==> src/rtl/mcr_pkg.sv <==
// ----------------------------------------------------------------------------
// Midpoint circle rasterizer package
// Widths, register indexes, reset values and the step record passed from the
// front end to the result generator.
// ----------------------------------------------------------------------------
`default_nettype none

package mcr_pkg;

  localparam int COORD_BITS  = 11;
  localparam int RADIUS_BITS = COORD_BITS - 1;
  localparam int OUT_BITS    = COORD_BITS + 2;
  // Walker x and y are signed: y can drop to minus one on a zero radius.
  localparam int STEP_BITS   = COORD_BITS + 1;
  localparam int DEC_BITS    = COORD_BITS + 3;
  localparam int CANVAS_BITS = 12;
  localparam int CMP_BITS    = (OUT_BITS > CANVAS_BITS + 1) ? OUT_BITS + 1 : CANVAS_BITS + 2;

  localparam int CFG_INDEX_BITS = 1;
  localparam logic [CFG_INDEX_BITS-1:0] CFG_CANVAS_WIDTH  = 1'd0;
  localparam logic [CFG_INDEX_BITS-1:0] CFG_CANVAS_HEIGHT = 1'd1;

  localparam logic [CANVAS_BITS-1:0] CANVAS_WIDTH_RESET  = 12'd800;
  localparam logic [CANVAS_BITS-1:0] CANVAS_HEIGHT_RESET = 12'd600;

  localparam logic OP_START   = 1'b0;
  localparam logic OP_ADVANCE = 1'b1;

  localparam int QUEUE_DEPTH = 2;
  localparam int PTR_BITS    = (QUEUE_DEPTH > 1) ? $clog2(QUEUE_DEPTH) : 1;
  localparam int COUNT_BITS  = $clog2(QUEUE_DEPTH + 1);

  localparam int SEL_BITS = 3;

  typedef struct packed {
    logic [COORD_BITS-1:0]       cx;
    logic [COORD_BITS-1:0]       cy;
    logic signed [STEP_BITS-1:0] x;
    logic signed [STEP_BITS-1:0] y;
    logic                        fill;
    logic                        done;
  } mcr_job_t;

  typedef struct packed {
    logic [CANVAS_BITS-1:0] width;
    logic [CANVAS_BITS-1:0] height;
  } mcr_canvas_t;

endpackage

`default_nettype wire

==> src/rtl/mcr_queue.sv <==
// ----------------------------------------------------------------------------
// Midpoint circle rasterizer step queue
// Short FIFO of step records between the front end and the result generator.
// ----------------------------------------------------------------------------
`default_nettype none

module mcr_queue import mcr_pkg::*; (
  input  wire logic     clk,
  input  wire logic     rst,
  input  wire logic     push,
  input  wire mcr_job_t push_job,
  input  wire logic     pop,
  output logic          full,
  output logic          not_empty,
  output mcr_job_t      head
);

  mcr_job_t                entries [QUEUE_DEPTH];
  logic [PTR_BITS-1:0]     wr_ptr;
  logic [PTR_BITS-1:0]     rd_ptr;
  logic [COUNT_BITS-1:0]   count;
  logic                    do_push;
  logic                    do_pop;

  assign full      = count == COUNT_BITS'(QUEUE_DEPTH);
  assign not_empty = count != '0;
  assign head      = entries[rd_ptr];
  assign do_push   = push && !full;
  assign do_pop    = pop && not_empty;

  always_ff @(posedge clk) begin
    if (do_push) begin
      entries[wr_ptr] <= push_job;
    end
  end

  always_ff @(posedge clk) begin
    if (rst) begin
      wr_ptr <= '0;
      rd_ptr <= '0;
      count  <= '0;
    end else begin
      if (do_push) begin
        wr_ptr <= (wr_ptr == PTR_BITS'(QUEUE_DEPTH - 1)) ? '0 : wr_ptr + PTR_BITS'(1);
      end
      if (do_pop) begin
        rd_ptr <= (rd_ptr == PTR_BITS'(QUEUE_DEPTH - 1)) ? '0 : rd_ptr + PTR_BITS'(1);
      end
      if (do_push && !do_pop) begin
        count <= count + COUNT_BITS'(1);
      end else if (do_pop && !do_push) begin
        count <= count - COUNT_BITS'(1);
      end
    end
  end

endmodule

`default_nettype wire

==> config.mk <==
export PLATFORM = sky130hd
export DESIGN_NAME = mcr_queue
export DESIGN_NICKNAME = d
export VERILOG_FILES = /design/src/rtl/mcr_pkg.sv /design/src/rtl/mcr_queue.sv
export SDC_FILE = /design/constraint.sdc
export NUM_CORES = 1
export LEC_CHECK = 0
export ABC_CLOCK_PERIOD_IN_PS = 6190
export BUFFER_PORTS_ARGS = -buffer_cell sky130_fd_sc_hd__buf_2
export CAP_MARGIN = 20
export CORE_ASPECT_RATIO = 0.9
export CORE_MARGIN = 2
export CORE_UTILIZATION = 45
export CTS_BUF_LIST = sky130_fd_sc_hd__clkbuf_4
export DETAILED_ROUTE_END_ITERATION = 8
export PLACE_DENSITY_LB_ADDON = 0.05
export SKIP_CTS_REPAIR_TIMING = 1
export SKIP_LAST_GASP = 1
export SYNTH_ARGS = -nofsm -noshare
export SYNTH_HDL_FRONTEND = slang
export SYNTH_SLANG_ARGS = --single-unit
==> constraint.sdc <==
create_clock -name clk -period 6.19 [get_ports clk]
set_input_delay 1.238 -clock clk [delete_from_list [all_inputs] [get_ports clk]]
set_output_delay 1.238 -clock clk [all_outputs]
set_load 0.02 [all_outputs]
After elaboration in Yosys (flattened, before gate mapping):

Memory sizes are Yosys's and may differ from the RTL's. A register that Yosys moved wholly into a read port is not among the register bits.
Cells that the tools add are included.

* register bits after elaboration: 4
* bits in latches: 0
* RAM bits: 96
* bits in read-only memories: 0
* input port bits: 52
* memories kept: 1

* add/sub/neg operators: 4
* multiply operators: 0
* divide/modulo/power cells: 0
* order comparisons: 0
* eq/ne operators: 1
* shift operators: 0
* muxes and demuxes: 8
* bitwise operators: 0
* reduce and logical (&&, ||, !) cells: 9

Memory list
* entries: words 2, bits a word 48, rd ports 1, clocked after Yosys merged registers in 1, wr ports 1, RTL line mcr_queue.sv:18 `mcr_job_t entries [QUEUE_DEPTH];`

Operators by type and width (number)
* $mux 1: 6
* $logic_and 1x1->1: 4
* $mux 2: 2
* $reduce_bool 2->1: 2
* $logic_not 1->1: 3
* $add 1x1->1 const B: 2
* $add 2x1->2 const B: 1
* $eq 2x2->1 const B: 1
* $sub 2x1->2 const B: 1

Logic depth before layout (Yosys ltp):

Gate-level depths: netlist of the first run.

* depth after elaboration: 7
* mapped depth: 6
* mapped depth without buffers: 6

Worst setup path after synthesis of the first run:

Ideal clock, no wire load.

* path type: input to register
* from: input port push
* to: memory entries[0][0] (netlist bit), enable pin
* data arrival time: 2.585 ns
* data required time: 5.788 ns
* setup slack: 3.202 ns
* cell stages on the path: 3
* path buffers: 0
* path through: inv_1 -> or3_1 -> inv_1

* word-level cells in the longest chain between the ends: 3

RTL lines
* start: declaration: RTL line mcr_queue.sv:10 `input wire logic push,`
* $logic_and 1x1->1: RTL line mcr_queue.sv:28 `assign do_push = push && !full;`
* $mux 1: RTL line mcr_queue.sv:32 `if (do_push) begin`
* $mux 1 (implied by the code): RTL line mcr_queue.sv:33 `entries[wr_ptr] <= push_job;`
* end: declaration: RTL line mcr_queue.sv:18

Every way passes these cells.

==> results by group, run 1 <==
Logic synthesis
  – Cells after synthesis: about 170
  – Synth Cell Area: between 3000 and 4000 um^2
  – Mapped Nets: roughly 230
  – Syn. warnings: 0
  – Unique cell type count in the Yosys netlist: 16
  – Sequential area share after synthesis: 81.0%
  – Seq cells post-synth: 101
  – Avg Cell Area, Syn: approximately 21 um^2

Placement
  – HPWL Detailed: between 3000 and 4000 um
  – Post-Place Worst Slack: 3.20 ns
  – Placer congestion estimate: 0.653
  – IO Port Bufs: 101

Setup path
  – Crit-path max FO: between 40 and 50
  – Kind of end point of the critical path: output port
  – Critical path type: reg2out
  – CP max stage delay: between 0.5 and 0.6 ns
  – Critical path, cell by cell: buf_4 -> mux2_2 -> buf_2
  – Flop2flop setup slack: ~4.2 ns
  – Critical Path AT: about 1.9 ns
  – Required time at the worst-slack endpoint: a little under 5 ns
  – Critical Path Start Type: flop
  – CP delay by family, top: buffers and inverters
  – Buf/Inv on CP: 2
  – Crit path max-delay cell type: buf_4

Cells and area
  – Area growth syn-to-layout: 21.1%
  – Nets: about 340
  – Most frequent cells in the layout: buf_2, edfxtp_1, mux2_2, clkbuf_4
  – Finished Core Util: a little under three fifths
  – Commonest non-fill, non-tap cell in the layout: buf_2
  – ANT cells: 0
  – Layout cells sized above 1: roughly 59%

STA
  – Relative slew slack: between 50% and 60%
  – Final WS setup: between 3 and 4 ns
  – Final Cycle Share: 50.3%
  – Min Clock Period, post-route: around 3.1 ns
  – Final setup viols: 0
  – Max Slew Vio Count: 0
  – Worst Tran Pin Value: around 0.66 ns
  – Clock Skew: between 0.015 and 0.02 ns
  – WHS: a little over 0.5 ns
  – Fmax: 321 MHz
  – RSZ-0062 raised after global routing: no
  – Setup TNS: 0 ns
  – Hold Vio Cnt, Final: 0

Floorplan
  – Die height: between 80 and 90 um
  – IO Count: 102
  – Num rows: 31
  – Initial core utilization: between 40% and 50%
  – CORE AREA: approximately 8000 um^2
  – Die width: approximately 100 um
  – Full die area: a little under 9000 um^2

Drt
  – Antenna viol nets, final: 0
  – Residual DRC: 0
  – Detailed Route WL: a little over 6000 um
  – Drt pass-1 iters: 4
  – Vias: roughly 1900
  – Avg WL per Cell: about 16 um
  – Via density per instance: between 4 and 5
  – Number of DRC markers in iteration 0: approximately 50

Power
  – Power Density: around 400 nW/um^2
  – Total Power: roughly 1800 uW
  – Leak pwr: between 0.0015 and 0.002 uW
  – Worst VDD drop: about 0.19 mV

Clock network
  – Root Buffer: clkbuf_4
  – Total CTS buffers: 9
  – Clock-pin slew on the worst setup and hold paths: around 0.12 ns
  – Clk sinks: 101
  – Clk_lat worst skew: around 0.42 ns
  – CTS Buffer Depth: 2
  – CTS tree: done
  – Max H-tree Level: 3

Job
  – Max Cap Violations: 0

Global route
  – Vias in the first global route: 1984
  – Largest net degree at the start of global routing: ~50
  – Total track usage: around 14%
  – Gr ovfl total: 0
  – First-pass GRT wire length: ~9700 um
  – Initial antenna violation count: 0

Run status
  – Status: completed

Min path
  – Hold Path Class: reg2reg
## stage by stage
stage          cells  cell area (um^2)
2_1_floorplan    174              3680
3_3_place_gp     371              4290
3_5_place_dp     371              4290
4_1_cts          386              4440
5_1_grt          387              4460
6_report         387              4460
## worst paths after layout
check                              start              to  depth (start not counted)
worst min register to register    wr_ptr          wr_ptr                          2
worst min-delay path              wr_ptr          wr_ptr                          2
worst max-delay path                flop        head[34]                          3
worst max register to register  count[0]  entries[1][29]                          4
## flip-flops by register name, summed over array words and instances (netlist names), named ones only
register / count
count: 2
rd_ptr: 1
entries: 96
wr_ptr: 1
## synth_stat cells, drive strengths merged
cell type / count / area (um^2)
edfxtp: 96 / 2880
mux2: 48 / 541
buf: 5 / 40.0
dfxtp: 5 / 100
nor2: 4 / 15.0
o21ai: 3 / 15.0
xor2: 3 / 26.3
a21oi: 2 / 10.0
inv: 2 / 7.51
or3: 2 / 12.5
and2: 1 / 6.26
ha: 1 / 12.5
nor2b: 1 / 8.76
or2: 1 / 6.26
## where the power goes
part | switching [uW] | internal, uW | total (uW)
clock | 196 | 165 | 361
combinational | 329 | 220 | 548
sequential | 23.1 | 858 | 881
total | 548 | 1240 | 1790
## tightest hold or removal path, delay by kind of cell (launching register included)
kind           cells  cell delay [ns]
AO/OA/AOI/OAI      2             0.14
flip-flops         1             0.34
## layer usage
metal | wire, um | GRT usage, % | vias up | part of all wire, %
li1 | - | - | 897 | -
met1 | 2580 | 16.9 | 940 | 42
met2 | 3020 | 23.1 | 67 | 49
met3 | 453 | 5.75 | 8 | 7.4
met4 | 64 | 5.25 | 0 | 1.0
met5 | 0 | 0 | - | 0
## layout make-up
cell class | count | area, um^2
clock buffers | 10 | 75.1
clock inverters | 5 | 76.3
fillers | 699 | 3530
inverters | 2 | 7.51
multi-input cells | 66 | 654
flip-flops and latches | 101 | 2980
well taps | 99 | 124
repair buffers | 104 | 541
## kinds of logic after synthesis
logic type	count (synthesis)	share of synthesized area [%]
DFF	101	81.0
and+or+nand+nor	9	1.32
AOI/OAI and AO/OA	5	0.679
xor gates and xnor gates	3	0.713
muxes	48	14.7
buffers and inverters	7	1.29
adders and majority gates	1	0.340
Power figures use the tool's default switching activity.
==> run 2, diff against run 1 <==
Settings changed: ABC_CLOCK_PERIOD_IN_PS 6190 to 2700.
Clock period 6.19 ns to 2.7 ns, I/O delays scaled along.
==> results by group, run 2 (synthesized netlist as in run 1, its figures left out) <==
Run status
  – Status: completed

STA
  – Max Slew Vio Count: 0 (unchanged)
  – Setup TNS: 0 ns (unchanged)
  – Worst Tran Pin Value: 0.301 ns (-0.355 ns)
  – Final Cycle Share: roughly four fifths
  – RSZ-0062 raised after global routing: no
  – Fmax: roughly 460 MHz
  – Final setup viols: 0 (unchanged)
  – Relative slew slack: 79.7% (+23 points)
  – Clock Skew: 0.0227 ns (+0.00478 ns)
  – Min Clock Period, post-route: between 2 and 2.5 ns
  – Hold Vio Cnt, Final: 0 (unchanged)

Drt
  – Top sig layer: met4
  – Antenna viol nets, final: 0 (unchanged)
  – Via density per instance: 4.80 (-2.8%)
  – Number of DRC markers in iteration 0: 103 (+100%)
  – Routed wl met2: 3100 um (+2.8%)
  – Vias: 1864 (-2.5%)
  – Metal-1 WL: 2420 um (-6.2%)
  – Avg WL per Cell: 15.7 um (-0.75%)
  – Met3 WL: 512 um (+13%)
  – Detailed Route WL: 6080 um (-0.49%)
  – Residual DRC: 0 (unchanged)
  – Drt pass-1 iters: 4 (unchanged)

Cells and area
  – Commonest non-fill, non-tap cell in the layout: buf_2
  – ANT cells: 0 (unchanged)
  – Number of flip-flops in the largest register: 96 (unchanged)
  – Nets: 337 (unchanged)
  – Area growth syn-to-layout: 22.2%
  – Finished Core Util: 56.3% (+0.49 points)
  – Most frequent cells in the layout: buf_2, edfxtp_1, mux2_2, clkbuf_4
  – Largest Register: entries
  – Top flop regs: entries x96, count x2
  – Layout cells sized above 1: 59.9% (+0.49 points)

Setup path
  – Critical Path AT: 1.63 ns (-0.24 ns)
  – Crit-path max FO: 48 (unchanged)
  – Critical path type: reg2out
  – Kind of end point of the critical path: output port
  – Critical Path Start Type: flop
  – Reg2reg start: count[1]
  – Required time at the worst-slack endpoint: 2.16 ns (-2.79 ns)

Power
  – Power Density: 925 nW/um^2 (+130%)
  – Worst VDD drop: 0.477 mV (+150%)
  – Leak pwr: 0.00168 uW (+0.60%)

Clock network
  – CTS Buffer Depth: 2 (unchanged)
  – Max H-tree Level: 3 (unchanged)
  – CTS tree: done
  – Root Buffer: clkbuf_4
  – Total CTS buffers: 9 (unchanged)
  – Clk_lat worst skew: 0.44 ns (+0.02 ns)
  – Clock-pin slew on the worst setup and hold paths: 0.16 ns (+0.04 ns)
  – Clk sinks: 101 (unchanged)

Global route
  – Initial antenna violation count: 1 (+1)
  – Total track usage: 13.6% (-0.54 points)
  – Vias in the first global route: 1861 (-6.2%)
  – First-pass GRT wire length: 9110 um (-5.6%)
  – Largest net degree at the start of global routing: 49 (unchanged)
  – Gr ovfl total: 0 (unchanged)

Floorplan
  – Full die area: 8930 um^2 (unchanged)
  – Num rows: 31 (unchanged)
  – IO Count: 102 (unchanged)
  – Initial core utilization: 46.1% (unchanged)
  – CORE AREA: 7990 um^2 (unchanged)
  – Die height: 89.8 um (unchanged)
  – Die width: 99.4 um (unchanged)

Placement
  – Placer congestion estimate: 0.744 (+14%)
  – HPWL Detailed: 3800 um (+0.23%)
  – IO Port Bufs: 101 (unchanged)

Min path
  – Hold Path Class: in2reg
  – Hold_sp: push_job[10]

Job
  – Max Cap Violations: 0 (unchanged)
==> run 2: final cells by class <==
| class | count | area, um^2 |
|---|---|---|
| fillers | 658 | 3490 |
| flip-flops and latches | 101 | 2980 |
| multi-input cells | 66 | 654 |
| repair buffers | 104 | 566 |
| well taps | 99 | 124 |
| clock buffers | 12 | 90.1 |
| clock inverters | 4 | 75.1 |
| inverters | 2 | 7.51 |
==> run 2: layer usage <==
metal | GRT usage [%] | vias up
li1 | - | 897
met1 | 15.6 | 890
met2 | 22.6 | 71
met3 | 6.61 | 6
met4 | 4.11 | 0
met5 | 0 | -
==> run 2: worst max-delay path, stage by stage (launching register included) <==
cell and delay, ns:
dfxtp_2 0.37, buf_12 0.25, mux2_2 0.39, buf_2 0.16
==> run 2: report_power, final <==
group	internal (uW)	leakage [uW]	total, uW	switching [uW]
Clock	408	0.0000838	864	456
Combinational	525	0.000661	1280	757
Sequential	1970	0.000938	2020	54.0
==> run 2: worst paths after layout <==
check | end | slack [ns] | cells after the start
setup / recovery | head[38] | 0.53 | 3
hold / removal | entries[1][10] | 0.28 | 1
setup reg to reg | entries[0][46] | 1.14 | 4
hold reg to reg | wr_ptr | 0.50 | 2
==> run 2: through the flow <==
step | std cells | hold slack (ns) | power [uW] | cell area, um^2 | setup WS [ns]
2_1_floorplan | 174 | 0.452 | 2950 | 3680 | 0.410
6_report | 388 | 0.279 | 4170 | 4500 | 0.525
4_1_cts | 388 | 0.254 | 4230 | 4500 | 0.496
3_5_place_dp | 372 | 0.485 | 3370 | 4340 | 0.945
3_3_place_gp | 372 | 0.486 | 3350 | 4340 | 0.972
5_1_grt | 388 | 0.235 | 4370 | 4500 | 0.429
==> run 3, diff against run 2 <==
Settings changed: ABC_CLOCK_PERIOD_IN_PS 2700 to 2000.
Clock period 2.7 ns to 2 ns, I/O delays scaled along.
==> results by group, run 3 (synthesized netlist as in run 1, its figures left out) <==
Run status
  – Status: completed

Setup path
  – Crit-path max FO: 21 (-56%)
  – Required time at the worst-slack endpoint: 1.60 ns (-0.56 ns)
  – Critical Path Start Type: flop
  – Critical path type: reg2out
  – Flop2flop setup slack: 0.45 ns (-0.69 ns)
  – Crit path to: head[43]
  – Kind of end point of the critical path: output port
  – Reg-to-Reg End: count[1]
  – Reg2reg start: count[0]
  – Critical Path AT: 1.54 ns (-0.09 ns)
  – R2R cell count: 4 (unchanged)

Cells and area
  – ANT cells: 0 (unchanged)
  – Top flop regs: entries x96, count x2
  – Layout cells sized above 1: 59.7% (-0.21 points)
  – Nets: 340 (+0.89%)
  – Largest Register: entries
  – Area growth syn-to-layout: 22.9%
  – Number of flip-flops in the largest register: 96 (unchanged)
  – Most frequent cells in the layout: buf_2, edfxtp_1, mux2_2, clkbuf_4, buf_12
  – Fill cell count: 663 (+0.76%)
  – Commonest non-fill, non-tap cell in the layout: buf_2
  – Non-Filler Instances: 389 (+0.26%)

Floorplan
  – Die width: 99.4 um (unchanged)
  – Die height: 89.8 um (unchanged)
  – Num rows: 31 (unchanged)
  – Full die area: 8930 um^2 (unchanged)
  – IO Count: 102 (unchanged)
  – CORE AREA: 7990 um^2 (unchanged)
  – Initial core utilization: 46.1% (unchanged)

Clock network
  – Clk_lat worst skew: 0.42 ns (-0.02 ns)
  – Clk sinks: 101 (unchanged)
  – Max H-tree Level: 3 (unchanged)
  – CTS Buffer Depth: 2 (unchanged)
  – Root Buffer: clkbuf_4
  – Clock-pin slew on the worst setup and hold paths: 0.15 ns (about the same)
  – Total CTS buffers: 9 (unchanged)
  – CTS tree: done

Drt
  – Detailed Route WL: 6170 um (+1.3%)
  – Vias: 1869 (+0.27%)
  – Antenna viol nets, final: 0 (unchanged)
  – Via density per instance: 4.80 (about the same)
  – Number of DRC markers in iteration 0: 52 (-50%)
  – Drt pass-1 iters: 4 (unchanged)
  – Avg WL per Cell: 15.9 um (+1.1%)
  – Residual DRC: 0 (unchanged)

STA
  – WHS: 0.149 ns (-0.130 ns)
  – Setup TNS: 0 ns (unchanged)
  – Max Slew Vio Count: 0 (unchanged)
  – Final Cycle Share: a little over nine tenths
  – Clock Skew: 0.0116 ns (-0.0111 ns)
  – Final setup viols: 0 (unchanged)
  – Worst Tran Pin Value: 0.323 ns (+0.0218 ns)
  – RSZ-0062 raised after global routing: yes
  – Hold Vio Cnt, Final: 0 (unchanged)
  – Relative slew slack: 78.2% (-1.5 points)
  – Min Clock Period, post-route: a little under 2 ns
  – Fmax: 516 MHz

Global route
  – Initial antenna violation count: 0 (-1)
  – Largest net degree at the start of global routing: 49 (unchanged)
  – Vias in the first global route: 1894 (+1.8%)
  – Total track usage: 13.8% (+0.22 points)
  – First-pass GRT wire length: 9430 um (+3.5%)
  – Gr ovfl total: 0 (unchanged)

Placement
  – Placer congestion estimate: 0.672 (-9.7%)
  – IO Port Bufs: 101 (unchanged)
  – Placed Cells: 374 (+0.54%)
  – HPWL Detailed: 3890 um (+2.4%)

Job
  – Max Cap Violations: 0 (unchanged)

Power
  – Worst VDD drop: 0.604 mV (+27%)
  – Leak pwr: 0.00168 uW (about the same)
  – Power Density: 1220 nW/um^2 (+32%)

Min path
  – Hold Path Class: in2reg
run 3: how the worst min path moves through the flow:
stage | start | to | slack [ns] | cells after the start
3_3_place_gp | wr_ptr | wr_ptr | 0.47 | 2
4_1_cts | push_job[41] | entries[0][41] | 0.12 | 1
6_report | push_job[11] | entries[0][11] | 0.15 | 1
5_1_grt | push_job[13] | entries[1][13] | 0.10 | 1
3_5_place_dp | wr_ptr | wr_ptr | 0.49 | 2
2_1_floorplan | wr_ptr | wr_ptr | 0.45 | 2
run 3: worst max-delay path, stage by stage (launching register included):
cell     delay (ns)
dfxtp_4        0.42
buf_12         0.18
mux2_2         0.35
buf_2          0.16
run 3: final cells by class:
type | instances | area, um^2 | area share, %
clock buffer | 9 | 67.6 | 1.49
multi-input combinational | 66 | 654 | 14.5
inverter | 2 | 11.3 | 0.249
tap | 99 | 124 | 2.74
timing repair buffer | 107 | 631 | 13.9
clock inverter | 5 | 53.8 | 1.19
sequential | 101 | 2990 | 66.0
run 3: routing by layer:
layer	track usage, %	vias to the layer above	share of wire [%]
met1	17.0	895	43
met5	0	-	0
met2	21.7	65	48
met4	3.77	0	0.99
li1	-	903	-
met3	7.08	6	8.7
run 3: power breakdown:
| group | switching [uW] | internal (uW) | leakage [uW] |
|---|---|---|---|
| Sequential | 88.2 | 2660 | 0.000938 |
| Combinational | 1030 | 789 | 0.000684 |
| Clock | 610 | 362 | 0.0000613 |
| Total | 1730 | 3810 | 0.00168 |
run 3: metrics by stage:
step | worst slack, ns | instance area, um^2 | util [%] | total power (uW)
finish | 0.0615 | 4530 | 56.7 | 5540
global route | -0.0274 | 4530 | 56.7 | 5810
CTS | -0.0793 | 4490 | 56.2 | 5550
detailed placement | 0.424 | 4370 | 54.7 | 4580
global placement | 0.420 | 4370 | 54.7 | 4570
floorplan | 0.0782 | 3690 | - | 3990
